[config.mk]
export PLATFORM = sky130hd
export DESIGN_NAME = bitstream_header_date_parser_flat
export DESIGN_NICKNAME = d
export VERILOG_FILES = /design/src/rtl/core/bhdp_pkg.sv /design/src/rtl/core/bhdp_in_if.sv /design/src/rtl/core/bhdp_out_if.sv /design/src/rtl/core/bitstream_header_date_parser.sv /design/src/rtl/core/bhdp_ram.sv /design/src/rtl/core/bhdp_dp.sv /design/src/rtl/core/bhdp_ctrl.sv /design/src/flat_wrapper.sv
export SDC_FILE = /design/constraint.sdc
export NUM_CORES = 1
export LEC_CHECK = 0
export BUFFER_PORTS_ARGS = -buffer_cell sky130_fd_sc_hd__buf_2
export CAP_MARGIN = 10
export CORE_MARGIN = 3
export CORE_UTILIZATION = 45
export CTS_BUF_LIST = sky130_fd_sc_hd__clkbuf_8
export DETAILED_ROUTE_END_ITERATION = 10
export SETUP_SLACK_MARGIN = 0.5
export SLEW_MARGIN = 0
export SYNTH_ARGS = -nofsm -noshare
export SYNTH_HDL_FRONTEND = slang
export SYNTH_SLANG_ARGS = --single-unit
[constraint.sdc]
create_clock -name clk -period 6.9 [get_ports clk]
set_clock_uncertainty 0.15 [all_clocks]
set_input_delay 0.345 -clock clk [delete_from_list [all_inputs] [get_ports clk]]
set_output_delay 0.345 -clock clk [all_outputs]
set_load 0.1 [all_outputs]
[src/rtl/core/bhdp_pkg.sv]
// Shared types and constants for the bitstream header date parser.
// No dependencies; the top level, the datapath and the controller import this package.
`default_nettype none

package bhdp_pkg;

	localparam int DATE_LEN_DEF = 11;
	localparam int TIME_LEN_DEF = 9;

	localparam logic [1:0] OP_DATA  = 2'd0;
	localparam logic [1:0] OP_EOF   = 2'd1;
	localparam logic [1:0] OP_START = 2'd2;

	localparam logic [1:0] ST_OK  = 2'd0;
	localparam logic [1:0] ST_LEN = 2'd1;
	localparam logic [1:0] ST_KEY = 2'd2;
	localparam logic [1:0] ST_EOF = 2'd3;

	localparam logic KIND_TEXT   = 1'b0;
	localparam logic KIND_STATUS = 1'b1;

	localparam logic [7:0] KEY_A_CHR = 8'h61;
	localparam logic [7:0] KEY_B_CHR = 8'h62;
	localparam logic [7:0] KEY_C_CHR = 8'h63;
	localparam logic [7:0] KEY_D_CHR = 8'h64;
	localparam logic [7:0] KEY_E_CHR = 8'h65;
	localparam logic [7:0] SPACE_CHR = 8'h20;

	localparam logic [15:0] HDR_LEN = 16'd9;
	localparam logic [15:0] KEY_LEN = 16'd1;

	// controller to datapath
	typedef struct packed {
		logic       ld_len_hi;
		logic       ld_skip;
		logic       ld_date;
		logic       ld_time;
		logic       dec_skip;
		logic       store_text;
		logic       mark_space;
		logic       emit_start;
		logic       emit_load;
		logic       stat_load;
		logic [1:0] status;
		logic [7:0] key;
	} bhdp_cmd_t;

	// datapath to controller
	typedef struct packed {
		logic len_hdr_ok;
		logic len_one;
		logic len_zero;
		logic len_date_ok;
		logic len_time_ok;
		logic key_ok;
		logic skip_last;
		logic ptr_last;
		logic out_free;
	} bhdp_stat_t;

endpackage

`default_nettype wire

[src/rtl/core/bhdp_in_if.sv]
// Input channel of the header parser: op code and file byte per beat.
// Stand-alone; no package needed.
`default_nettype none

interface bhdp_in_if;
	logic       valid;
	logic       ready;
	logic [1:0] op;
	logic [7:0] data_byte;

	modport source(output valid, output op, output data_byte, input ready);
	modport sink(input valid, input op, input data_byte, output ready);
endinterface

`default_nettype wire

[src/rtl/core/bhdp_out_if.sv]
// Result channel of the header parser: text character or final status per beat.
// Stand-alone; no package needed.
`default_nettype none

interface bhdp_out_if;
	logic       valid;
	logic       ready;
	logic       kind;
	logic [7:0] text_char;
	logic [1:0] status;
	logic       last;

	modport source(output valid, output kind, output text_char, output status,
		output last, input ready);
	modport sink(input valid, input kind, input text_char, input status,
		input last, output ready);
endinterface

`default_nettype wire

[src/rtl/core/bitstream_header_date_parser.sv]
// Top level of the bitstream header date parser.
// Depends on bhdp_pkg, bhdp_in_if, bhdp_out_if, bhdp_ctrl and bhdp_dp.
//
// Usage:
//   in_ch carries one beat per file byte: op selects data byte, end of file
//   or start of a new file; data_byte is the raw byte. out_ch carries result
//   beats: text characters (date, one space, time) and one final status.
//   Header bytes are taken at one per cycle while no result is stalled in the
//   output register. The last time byte starts a text burst: the input is held
//   off while the buffered characters are read back, each by a RAM read and
//   then an output load, at most DATE_LEN + TIME_LEN + 1 beats. A status beat
//   appears in the cycle after the byte that causes it.
//   Results pass through a single output register; a new byte is accepted in
//   the same cycle the pending result is taken. A stalled receiver holds the
//   result and holds off input until it drains.
//   Reset (arst_n low) returns the walk to the header length; a start-new-file
//   beat does the same without a result. After a status beat, data and end of
//   file beats are dropped until a new file starts.
`default_nettype none

module bitstream_header_date_parser import bhdp_pkg::*; #(
	parameter int DATE_LEN = DATE_LEN_DEF,
	parameter int TIME_LEN = TIME_LEN_DEF
) (
	input  logic        clk,
	input  logic        arst_n,
	bhdp_in_if.sink     in_ch,
	bhdp_out_if.source  out_ch
);

	bhdp_cmd_t  cmd;
	bhdp_stat_t stat;

	// state machine: walks the header and sequences the text readout
	bhdp_ctrl u_ctrl (
		.clk     (clk),
		.arst_n  (arst_n),
		.in_valid(in_ch.valid),
		.op      (in_ch.op),
		.in_ready(in_ch.ready),
		.stat    (stat),
		.cmd     (cmd)
	);

	// counters, text buffer and the output register
	bhdp_dp #(
		.DATE_LEN(DATE_LEN),
		.TIME_LEN(TIME_LEN)
	) u_dp (
		.clk      (clk),
		.arst_n   (arst_n),
		.data_byte(in_ch.data_byte),
		.cmd      (cmd),
		.stat     (stat),
		.out_ch   (out_ch)
	);

endmodule

`default_nettype wire

[src/rtl/core/bhdp_ram.sv]
// Generic single-write, single-read RAM with registered read data.
// No dependencies.
`default_nettype none

module bhdp_ram #(
	parameter int WIDTH = 8,
	parameter int DEPTH = 21,
	localparam int ADDR_W = (DEPTH > 1) ? $clog2(DEPTH) : 1
) (
	input  logic              clk,
	input  logic              we,
	input  logic [ADDR_W-1:0] waddr,
	input  logic [WIDTH-1:0]  wdata,
	input  logic [ADDR_W-1:0] raddr,
	output logic [WIDTH-1:0]  rdata
);

	logic [WIDTH-1:0] mem_q [DEPTH];

	always_ff @(posedge clk) begin
		if (we) begin
			mem_q[waddr] <= wdata;
		end
		rdata <= mem_q[raddr];
	end

endmodule

`default_nettype wire

[src/rtl/core/bhdp_dp.sv]
// Datapath: length and skip counters, text buffer, output register.
// Depends on bhdp_pkg, bhdp_ram and bhdp_out_if.
`default_nettype none

module bhdp_dp import bhdp_pkg::*; #(
	parameter int DATE_LEN = DATE_LEN_DEF,
	parameter int TIME_LEN = TIME_LEN_DEF
) (
	input  logic         clk,
	input  logic         arst_n,
	input  logic [7:0]   data_byte,
	input  bhdp_cmd_t    cmd,
	output bhdp_stat_t   stat,
	bhdp_out_if.source   out_ch
);

	localparam int STORE_DEPTH = DATE_LEN + TIME_LEN + 1;
	localparam int CNT_W       = $clog2(STORE_DEPTH + 1);
	localparam int ADDR_W      = $clog2(STORE_DEPTH);

	logic [7:0]       length_high_q;
	logic [15:0]      bytes_left_q;
	logic [CNT_W-1:0] text_count_q;
	logic [CNT_W-1:0] space_idx_q;
	logic [CNT_W-1:0] rd_ptr_q;
	logic             nul_seen_q;
	logic             out_valid_q;
	logic             kind_q;
	logic [7:0]       char_q;
	logic [1:0]       status_q;
	logic             last_q;

	logic [15:0]      len;
	logic             store_en;
	logic [CNT_W-1:0] count_after;
	logic [7:0]       ram_rdata;
	logic [7:0]       emit_char;

	assign len         = {length_high_q, data_byte};
	assign store_en    = cmd.store_text && !nul_seen_q && (data_byte != 8'd0);
	assign count_after = text_count_q + CNT_W'(store_en);
	assign emit_char   = (rd_ptr_q == space_idx_q) ? SPACE_CHR : ram_rdata;

	always_comb begin
		stat.len_hdr_ok  = (len == HDR_LEN);
		stat.len_one     = (len == KEY_LEN);
		stat.len_zero    = (len == 16'd0);
		stat.len_date_ok = (len == 16'(DATE_LEN));
		stat.len_time_ok = (len == 16'(TIME_LEN));
		stat.key_ok      = (data_byte == cmd.key);
		stat.skip_last   = (bytes_left_q == 16'd1);
		stat.ptr_last    = ((rd_ptr_q + CNT_W'(1)) == text_count_q);
		stat.out_free    = !out_valid_q || out_ch.ready;
	end

	bhdp_ram #(
		.WIDTH(8),
		.DEPTH(STORE_DEPTH)
	) u_text_ram (
		.clk  (clk),
		.we   (store_en),
		.waddr(text_count_q[ADDR_W-1:0]),
		.wdata(data_byte),
		.raddr(rd_ptr_q[ADDR_W-1:0]),
		.rdata(ram_rdata)
	);

	always_ff @(posedge clk or negedge arst_n) begin
		if (!arst_n) begin
			length_high_q <= '0;
			bytes_left_q  <= '0;
			text_count_q  <= '0;
			space_idx_q   <= '0;
			rd_ptr_q      <= '0;
			nul_seen_q    <= 1'b0;
			out_valid_q   <= 1'b0;
		end else begin
			if (cmd.ld_len_hi) begin
				length_high_q <= data_byte;
			end
			if (cmd.ld_skip) begin
				bytes_left_q <= len;
			end else if (cmd.ld_date) begin
				bytes_left_q <= 16'(DATE_LEN);
			end else if (cmd.ld_time) begin
				bytes_left_q <= 16'(TIME_LEN);
			end else if (cmd.dec_skip || cmd.store_text) begin
				bytes_left_q <= bytes_left_q - 16'd1;
			end
			if (cmd.ld_date) begin
				text_count_q <= '0;
				nul_seen_q   <= 1'b0;
			end else if (cmd.ld_time) begin
				nul_seen_q <= 1'b0;
			end else if (cmd.store_text) begin
				// the separator slot sits right after the last date character
				text_count_q <= count_after + CNT_W'(cmd.mark_space);
				if (data_byte == 8'd0) begin
					nul_seen_q <= 1'b1;
				end
			end
			if (cmd.mark_space) begin
				space_idx_q <= count_after;
			end
			if (cmd.emit_start) begin
				rd_ptr_q <= '0;
			end else if (cmd.emit_load) begin
				rd_ptr_q <= rd_ptr_q + CNT_W'(1);
			end
			if (cmd.emit_load || cmd.stat_load) begin
				out_valid_q <= 1'b1;
			end else if (out_ch.ready) begin
				out_valid_q <= 1'b0;
			end
		end
	end

	// payload, no reset
	always_ff @(posedge clk) begin
		if (cmd.emit_load) begin
			kind_q   <= KIND_TEXT;
			char_q   <= emit_char;
			status_q <= ST_OK;
			last_q   <= stat.ptr_last;
		end else if (cmd.stat_load) begin
			kind_q   <= KIND_STATUS;
			char_q   <= 8'd0;
			status_q <= cmd.status;
			last_q   <= 1'b1;
		end
	end

	assign out_ch.valid     = out_valid_q;
	assign out_ch.kind      = kind_q;
	assign out_ch.text_char = char_q;
	assign out_ch.status    = status_q;
	assign out_ch.last      = last_q;

endmodule

`default_nettype wire

[src/rtl/core/bhdp_ctrl.sv]
// Controller: header walk state machine and text readout sequencing.
// Depends on bhdp_pkg.
`default_nettype none

module bhdp_ctrl import bhdp_pkg::*; (
	input  logic       clk,
	input  logic       arst_n,
	input  logic       in_valid,
	input  logic [1:0] op,
	output logic       in_ready,
	input  bhdp_stat_t stat,
	output bhdp_cmd_t  cmd
);

	localparam logic [4:0] PH_HDR_HI    = 5'd0;
	localparam logic [4:0] PH_HDR_LO    = 5'd1;
	localparam logic [4:0] PH_HDR_SKIP  = 5'd2;
	localparam logic [4:0] PH_A_HI      = 5'd3;
	localparam logic [4:0] PH_A_LO      = 5'd4;
	localparam logic [4:0] PH_KEY_A     = 5'd5;
	localparam logic [4:0] PH_NAME_HI   = 5'd6;
	localparam logic [4:0] PH_NAME_LO   = 5'd7;
	localparam logic [4:0] PH_NAME_SKIP = 5'd8;
	localparam logic [4:0] PH_KEY_B     = 5'd9;
	localparam logic [4:0] PH_PART_HI   = 5'd10;
	localparam logic [4:0] PH_PART_LO   = 5'd11;
	localparam logic [4:0] PH_PART_SKIP = 5'd12;
	localparam logic [4:0] PH_KEY_C     = 5'd13;
	localparam logic [4:0] PH_DATE_HI   = 5'd14;
	localparam logic [4:0] PH_DATE_LO   = 5'd15;
	localparam logic [4:0] PH_DATE_DATA = 5'd16;
	localparam logic [4:0] PH_KEY_D     = 5'd17;
	localparam logic [4:0] PH_TIME_HI   = 5'd18;
	localparam logic [4:0] PH_TIME_LO   = 5'd19;
	localparam logic [4:0] PH_TIME_DATA = 5'd20;
	localparam logic [4:0] PH_KEY_E     = 5'd21;
	localparam logic [4:0] PH_DONE      = 5'd22;
	localparam logic [4:0] PH_EMIT_RD   = 5'd23;
	localparam logic [4:0] PH_EMIT_WR   = 5'd24;

	logic [4:0] phase_q;
	logic [4:0] phase_d;
	logic       emitting;
	logic       acc;

	assign emitting = (phase_q == PH_EMIT_RD) || (phase_q == PH_EMIT_WR);
	assign in_ready = !emitting && stat.out_free;
	assign acc      = in_valid && in_ready;

	always_comb begin
		cmd     = '0;
		phase_d = phase_q;

		case (phase_q)
			PH_KEY_A: cmd.key = KEY_A_CHR;
			PH_KEY_B: cmd.key = KEY_B_CHR;
			PH_KEY_C: cmd.key = KEY_C_CHR;
			PH_KEY_D: cmd.key = KEY_D_CHR;
			default:  cmd.key = KEY_E_CHR;
		endcase

		if (phase_q == PH_EMIT_RD) begin
			phase_d = PH_EMIT_WR;
		end else if (phase_q == PH_EMIT_WR) begin
			if (stat.out_free) begin
				cmd.emit_load = 1'b1;
				phase_d = stat.ptr_last ? PH_KEY_E : PH_EMIT_RD;
			end
		end else if (acc) begin
			case (op)
				OP_START: begin
					phase_d = PH_HDR_HI;
				end
				OP_EOF: begin
					if (phase_q != PH_DONE) begin
						cmd.stat_load = 1'b1;
						cmd.status    = ST_EOF;
						phase_d       = PH_DONE;
					end
				end
				OP_DATA: begin
					case (phase_q)
						PH_HDR_HI, PH_A_HI, PH_NAME_HI, PH_PART_HI, PH_DATE_HI,
						PH_TIME_HI: begin
							cmd.ld_len_hi = 1'b1;
							phase_d = phase_q + 5'd1;
						end
						PH_HDR_LO: begin
							if (stat.len_hdr_ok) begin
								cmd.ld_skip = 1'b1;
								phase_d = PH_HDR_SKIP;
							end else begin
								cmd.stat_load = 1'b1;
								cmd.status    = ST_LEN;
								phase_d       = PH_DONE;
							end
						end
						PH_A_LO: begin
							if (stat.len_one) begin
								phase_d = PH_KEY_A;
							end else begin
								cmd.stat_load = 1'b1;
								cmd.status    = ST_LEN;
								phase_d       = PH_DONE;
							end
						end
						PH_NAME_LO: begin
							if (stat.len_zero) begin
								phase_d = PH_KEY_B;
							end else begin
								cmd.ld_skip = 1'b1;
								phase_d = PH_NAME_SKIP;
							end
						end
						PH_PART_LO: begin
							if (stat.len_zero) begin
								phase_d = PH_KEY_C;
							end else begin
								cmd.ld_skip = 1'b1;
								phase_d = PH_PART_SKIP;
							end
						end
						PH_HDR_SKIP: begin
							cmd.dec_skip = 1'b1;
							if (stat.skip_last) begin
								phase_d = PH_A_HI;
							end
						end
						PH_NAME_SKIP: begin
							cmd.dec_skip = 1'b1;
							if (stat.skip_last) begin
								phase_d = PH_KEY_B;
							end
						end
						PH_PART_SKIP: begin
							cmd.dec_skip = 1'b1;
							if (stat.skip_last) begin
								phase_d = PH_KEY_C;
							end
						end
						PH_KEY_A, PH_KEY_B, PH_KEY_C, PH_KEY_D: begin
							if (stat.key_ok) begin
								case (phase_q)
									PH_KEY_A: phase_d = PH_NAME_HI;
									PH_KEY_B: phase_d = PH_PART_HI;
									PH_KEY_C: phase_d = PH_DATE_HI;
									default:  phase_d = PH_TIME_HI;
								endcase
							end else begin
								cmd.stat_load = 1'b1;
								cmd.status    = ST_KEY;
								phase_d       = PH_DONE;
							end
						end
						PH_KEY_E: begin
							cmd.stat_load = 1'b1;
							cmd.status    = stat.key_ok ? ST_OK : ST_KEY;
							phase_d       = PH_DONE;
						end
						PH_DATE_LO: begin
							if (stat.len_date_ok) begin
								cmd.ld_date = 1'b1;
								phase_d = PH_DATE_DATA;
							end else begin
								cmd.stat_load = 1'b1;
								cmd.status    = ST_LEN;
								phase_d       = PH_DONE;
							end
						end
						PH_TIME_LO: begin
							if (stat.len_time_ok) begin
								cmd.ld_time = 1'b1;
								phase_d = PH_TIME_DATA;
							end else begin
								cmd.stat_load = 1'b1;
								cmd.status    = ST_LEN;
								phase_d       = PH_DONE;
							end
						end
						PH_DATE_DATA: begin
							cmd.store_text = 1'b1;
							if (stat.skip_last) begin
								cmd.mark_space = 1'b1;
								phase_d = PH_KEY_D;
							end
						end
						PH_TIME_DATA: begin
							cmd.store_text = 1'b1;
							if (stat.skip_last) begin
								cmd.emit_start = 1'b1;
								phase_d = PH_EMIT_RD;
							end
						end
						PH_DONE: begin
							phase_d = PH_DONE;
						end
						default: begin
							phase_d = PH_DONE;
						end
					endcase
				end
				default: begin
					phase_d = phase_q;
				end
			endcase
		end
	end

	always_ff @(posedge clk or negedge arst_n) begin
		if (!arst_n) begin
			phase_q <= PH_HDR_HI;
		end else begin
			phase_q <= phase_d;
		end
	end

endmodule

`default_nettype wire
[src/flat_wrapper.sv]
// flat-port wrapper written by rule: the top's interface ports become plain ports
module bitstream_header_date_parser_flat import bhdp_pkg::*;
#(
	parameter int DATE_LEN = DATE_LEN_DEF,
	parameter int TIME_LEN = TIME_LEN_DEF
)
  (clk, arst_n, in_ch_valid, in_ch_op, in_ch_data_byte, in_ch_ready, out_ch_valid, out_ch_kind, out_ch_text_char, out_ch_status, out_ch_last, out_ch_ready);
  bhdp_in_if in_ch_i ();
  bhdp_out_if out_ch_i ();
  input  logic clk;
  input  logic arst_n;
  input wire logic [$bits(in_ch_i.valid)-1:0] in_ch_valid;
  input wire logic [$bits(in_ch_i.op)-1:0] in_ch_op;
  input wire logic [$bits(in_ch_i.data_byte)-1:0] in_ch_data_byte;
  output wire logic [$bits(in_ch_i.ready)-1:0] in_ch_ready;
  output wire logic [$bits(out_ch_i.valid)-1:0] out_ch_valid;
  output wire logic [$bits(out_ch_i.kind)-1:0] out_ch_kind;
  output wire logic [$bits(out_ch_i.text_char)-1:0] out_ch_text_char;
  output wire logic [$bits(out_ch_i.status)-1:0] out_ch_status;
  output wire logic [$bits(out_ch_i.last)-1:0] out_ch_last;
  input wire logic [$bits(out_ch_i.ready)-1:0] out_ch_ready;
  assign in_ch_i.valid = in_ch_valid;
  assign in_ch_i.op = in_ch_op;
  assign in_ch_i.data_byte = in_ch_data_byte;
  assign in_ch_ready = in_ch_i.ready;
  assign out_ch_valid = out_ch_i.valid;
  assign out_ch_kind = out_ch_i.kind;
  assign out_ch_text_char = out_ch_i.text_char;
  assign out_ch_status = out_ch_i.status;
  assign out_ch_last = out_ch_i.last;
  assign out_ch_i.ready = out_ch_ready;
  bitstream_header_date_parser #(.DATE_LEN(DATE_LEN), .TIME_LEN(TIME_LEN)) u_core (.clk(clk), .arst_n(arst_n), .in_ch(in_ch_i), .out_ch(out_ch_i));
endmodule
==> run metrics <==
syn_area_per_cell=14.3 um^2; sw frac=33.0%; Worst Hold End=u_core.u_ctrl.phase_q[2]; grt ovf=0; antenna violation net count after detailed routing=0; compound-cell area share of the yosys netlist=6.05%; core area=0.0229 mm^2; Post-Route Setup TNS=0 ns; Synth area leader=edfxtp_1; count leader, synth=edfxtp_1; P_leak=4.06 nW; Tightest Pin Transition=1.11 ns; maximum VDD drop=0.174 mV; fin nets=800; CP Class=flip-flop to flip-flop; Max Fclk=257 MHz; count of final setup violators=0; Iteration-0 DRC Markers=549; Worst-Skew Late Latency=0.54 ns; largest net degree at the start of global routing=47; Syn Inst Count=741; DP Cell Count=1044; power density over the cells=346 mW/mm^2; IO Port Bufs=27; crit path launch type=flip-flop; number of synthesized flops with an enable pin=177; via total after detailed routing=6394; Synth Area in Simple Gates=11.4%; WL final=24300 um; die height=159 um; # rows=55; initial core utilization=46.3%; max cap viols=0; Critical Path RT=7.16 ns; Pwr Total=4.08 mW; CP endpoint kind=flip-flop; CTS tree=yes; first-pass detailed-route iteration total=5; All-Layer GR Usage=19.3%; Syn Std Cell Area=0.0106 mm^2; Die Wd=159 um; Final Hold Vio Count=0; Synth-to-Final Area Change=11.3%; CP max FO=12; Net Count, Synth=767; Flop pwr share=42.8%; status=finished, final reports clean; Hold/Removal Path Class=primary input to flip-flop; Yosys warnings=0; combinational share of power=27.5%; vias per cell=5.71; Hold Worst Slack=0.0716 ns; worst slack, placed=3.02 ns; switching power=1.35 mW; synth unique cells=66; clock root buffer=clkbuf_8; drc violations=0; synth top area cells=edfxtp_1 (50%), dfrtp_1 (11%), mux4_2 (10%), nor2_1 (2.6%), dfxtp_1 (2.1%); Max clock buf depth=3; Synth Area in Adders=1.42%; Reg2Reg Setup Slack=3.00 ns; detailed-route wire length per cell=21.7 um; R2R Path Start=u_core.u_ctrl.phase_q[0]; sequential area share after synthesis=63.1%; Die ar.=0.0254 mm^2; HP Start=in_ch_op[1]; mux contribution to synthesized area=12.9%; RSZ-0062 raised after global routing=false; vias in the first global route=6626; postcts setup bufs=0; largest family of logic cells by synthesized area=multiplexers; #FFs+latches synth=234; commonest cells in the netlist=edfxtp_1 (177), nor2_1 (73), mux4_2 (48); H-tree level count=2; initial antenna violation count=0; Post-Layout Cell Count=1119; Critical Path AT=4.15 ns; Antenna diodes=0; fin worst setup slack=3.00 ns; clock buffer count from CTS=40; final worst-path cycle share=56.5%; RR Endpoint=u_core.u_dp.text_count_q[4]; top_reg_cell synth=edfxtp_1; FF-to-FF path depth=15; Async SR Flop Fraction=19.7%; Pins Over Slew Limit=0; fraction of layout cells with a size suffix above 1=19.6%; Synth top area share=50.1%; Sink Count=234; Synth Area in XOR/XNOR=3.14%; max_slew headroom=26.1%; Period minus WS final=3.90 ns; P_int=2.73 mW; HPWL after DPL=15700 um; hold depth=3; gp weighted congestion=0.896; Clk pwr share=29.7%; first-pass GRT wire length=38100 um; Worst-path clk slew=0.06 ns; I/O pins=28
per-layer routing:
layer	GRT usage, %	part of all wire [%]	vias up
li1	-	-	2924
met1	26.9	44	3234
met2	31.8	49	189
met3	2.89	5.0	47
met4	5.89	2.3	0
met5	0	0	-
registers in the layout, summed over array words and instances, names as in the netlist:
signal	count
u_core.u_ctrl.phase_q	5
u_core.u_dp.rd_ptr_q	5
u_core.u_dp.out_ch.last	1
u_core.u_dp.space_idx_q	5
u_core.u_dp.out_ch.kind	1
u_core.u_dp.out_ch.text_char	8
u_core.u_dp.text_count_q	5
u_core.u_dp.length_high_q	8
u_core.u_dp.nul_seen_q	1
u_core.u_dp.u_text_ram.mem_q	168
u_core.u_dp.bytes_left_q	16
u_core.u_dp.u_text_ram.rdata	8
u_core.u_dp.out_ch.status	2
u_core.u_dp.out_ch.valid	1
through the flow:
stage                     area, um^2  utilization, %
after floorplan                10600               -
after global placement         11000            48.0
after detailed placement       11000            48.0
after CTS                      11800            51.5
after global routing           11800            51.5
final                          11800            51.5
power by group through the flow:
stage	logic, mW	registers [mW]	clock network, mW
3_3_place_gp	1.12	1.76	0
5_1_grt	1.21	1.76	1.31
6_report	1.12	1.75	1.21
3_5_place_dp	1.12	1.77	0
2_1_floorplan	0.786	1.81	0
4_1_cts	1.13	1.74	1.24
placed cells by master (no fill, tap or decap), types with 5 or more instances in the layout:
| cell | instances |
|---|---|
| o21ai_0 | 27 |
| ha_1 | 12 |
| mux4_2 | 48 |
| edfxtp_1 | 177 |
| and2_1 | 14 |
| o22ai_1 | 5 |
| nor3_1 | 19 |
| dfxtp_1 | 11 |
| nor2_1 | 73 |
| clkinv_2 | 6 |
| nand3b_1 | 7 |
| inv_1 | 27 |
| mux2i_1 | 13 |
| dfrtp_1 | 44 |
| xor2_1 | 13 |
| clkinv_1 | 5 |
| buf_2 | 27 |
| clkbuf_8 | 44 |
| xnor2_1 | 25 |
| or3_1 | 11 |
| nand3_1 | 20 |
| mux2_2 | 14 |
| and3_1 | 7 |
| a21oi_1 | 21 |
| nor4_1 | 9 |
| nand2_1 | 42 |
layout make-up:
class / instances / area [um^2]
Fill cell: 1946 / 11100
Sequential cell: 234 / 6690
Multi-Input combinational cell: 455 / 3710
Clock buffer: 44 / 606
Tap cell: 313 / 392
Clock inverter: 30 / 190
Timing Repair Buffer: 31 / 168
Inverter: 12 / 45.0
worst max-delay path: stages (launching register included):
cell and delay (ns):
dfrtp_1 0.44, inv_1 0.09, ha_1 0.34, and3b_1 0.25, o21ai_2 0.27, nand4_4 0.25, nor4_4 0.41, ha_1 0.26
ha_1 0.28, ha_1 0.27, a21o_1 0.17, a22oi_1 0.13, nor2b_1 0.06, o21ai_0 0.18, xor2_1 0.16, nor2_1 0.05
how the worst max path moves through the flow:
| stage | from | end | slack [ns] |
|---|---|---|---|
| detailed placement | u_core.u_ctrl.phase_q[0] | u_core.u_dp.text_count_q[4] | 3.02 |
| CTS | u_core.u_ctrl.phase_q[0] | u_core.u_dp.text_count_q[4] | 3.01 |
| finish | u_core.u_ctrl.phase_q[0] | u_core.u_dp.text_count_q[4] | 3.00 |
| global route | u_core.u_ctrl.phase_q[0] | u_core.u_dp.text_count_q[4] | 2.65 |
| global placement | u_core.u_ctrl.phase_q[0] | u_core.u_dp.text_count_q[4] | 3.10 |
| floorplan | u_core.u_ctrl.phase_q[0] | u_core.u_dp.text_count_q[4] | 3.42 |
kinds of logic (layout without fill, tap and decap cells):
group / count (synthesis) / count (layout)
fa+ha+maj: 12 / 12
buf+inv: 52 / 117
mux: 75 / 75
simple gates: 232 / 232
xor+xnor: 38 / 38
flops: 234 / 234
compound gates: 98 / 98
what timing repair did:
item,in CTS,in global routing
hold buffers,1,0
gates resized for setup,0,0
endpoints found under the hold margin,46,0
(Power assumes the default switching activity.)
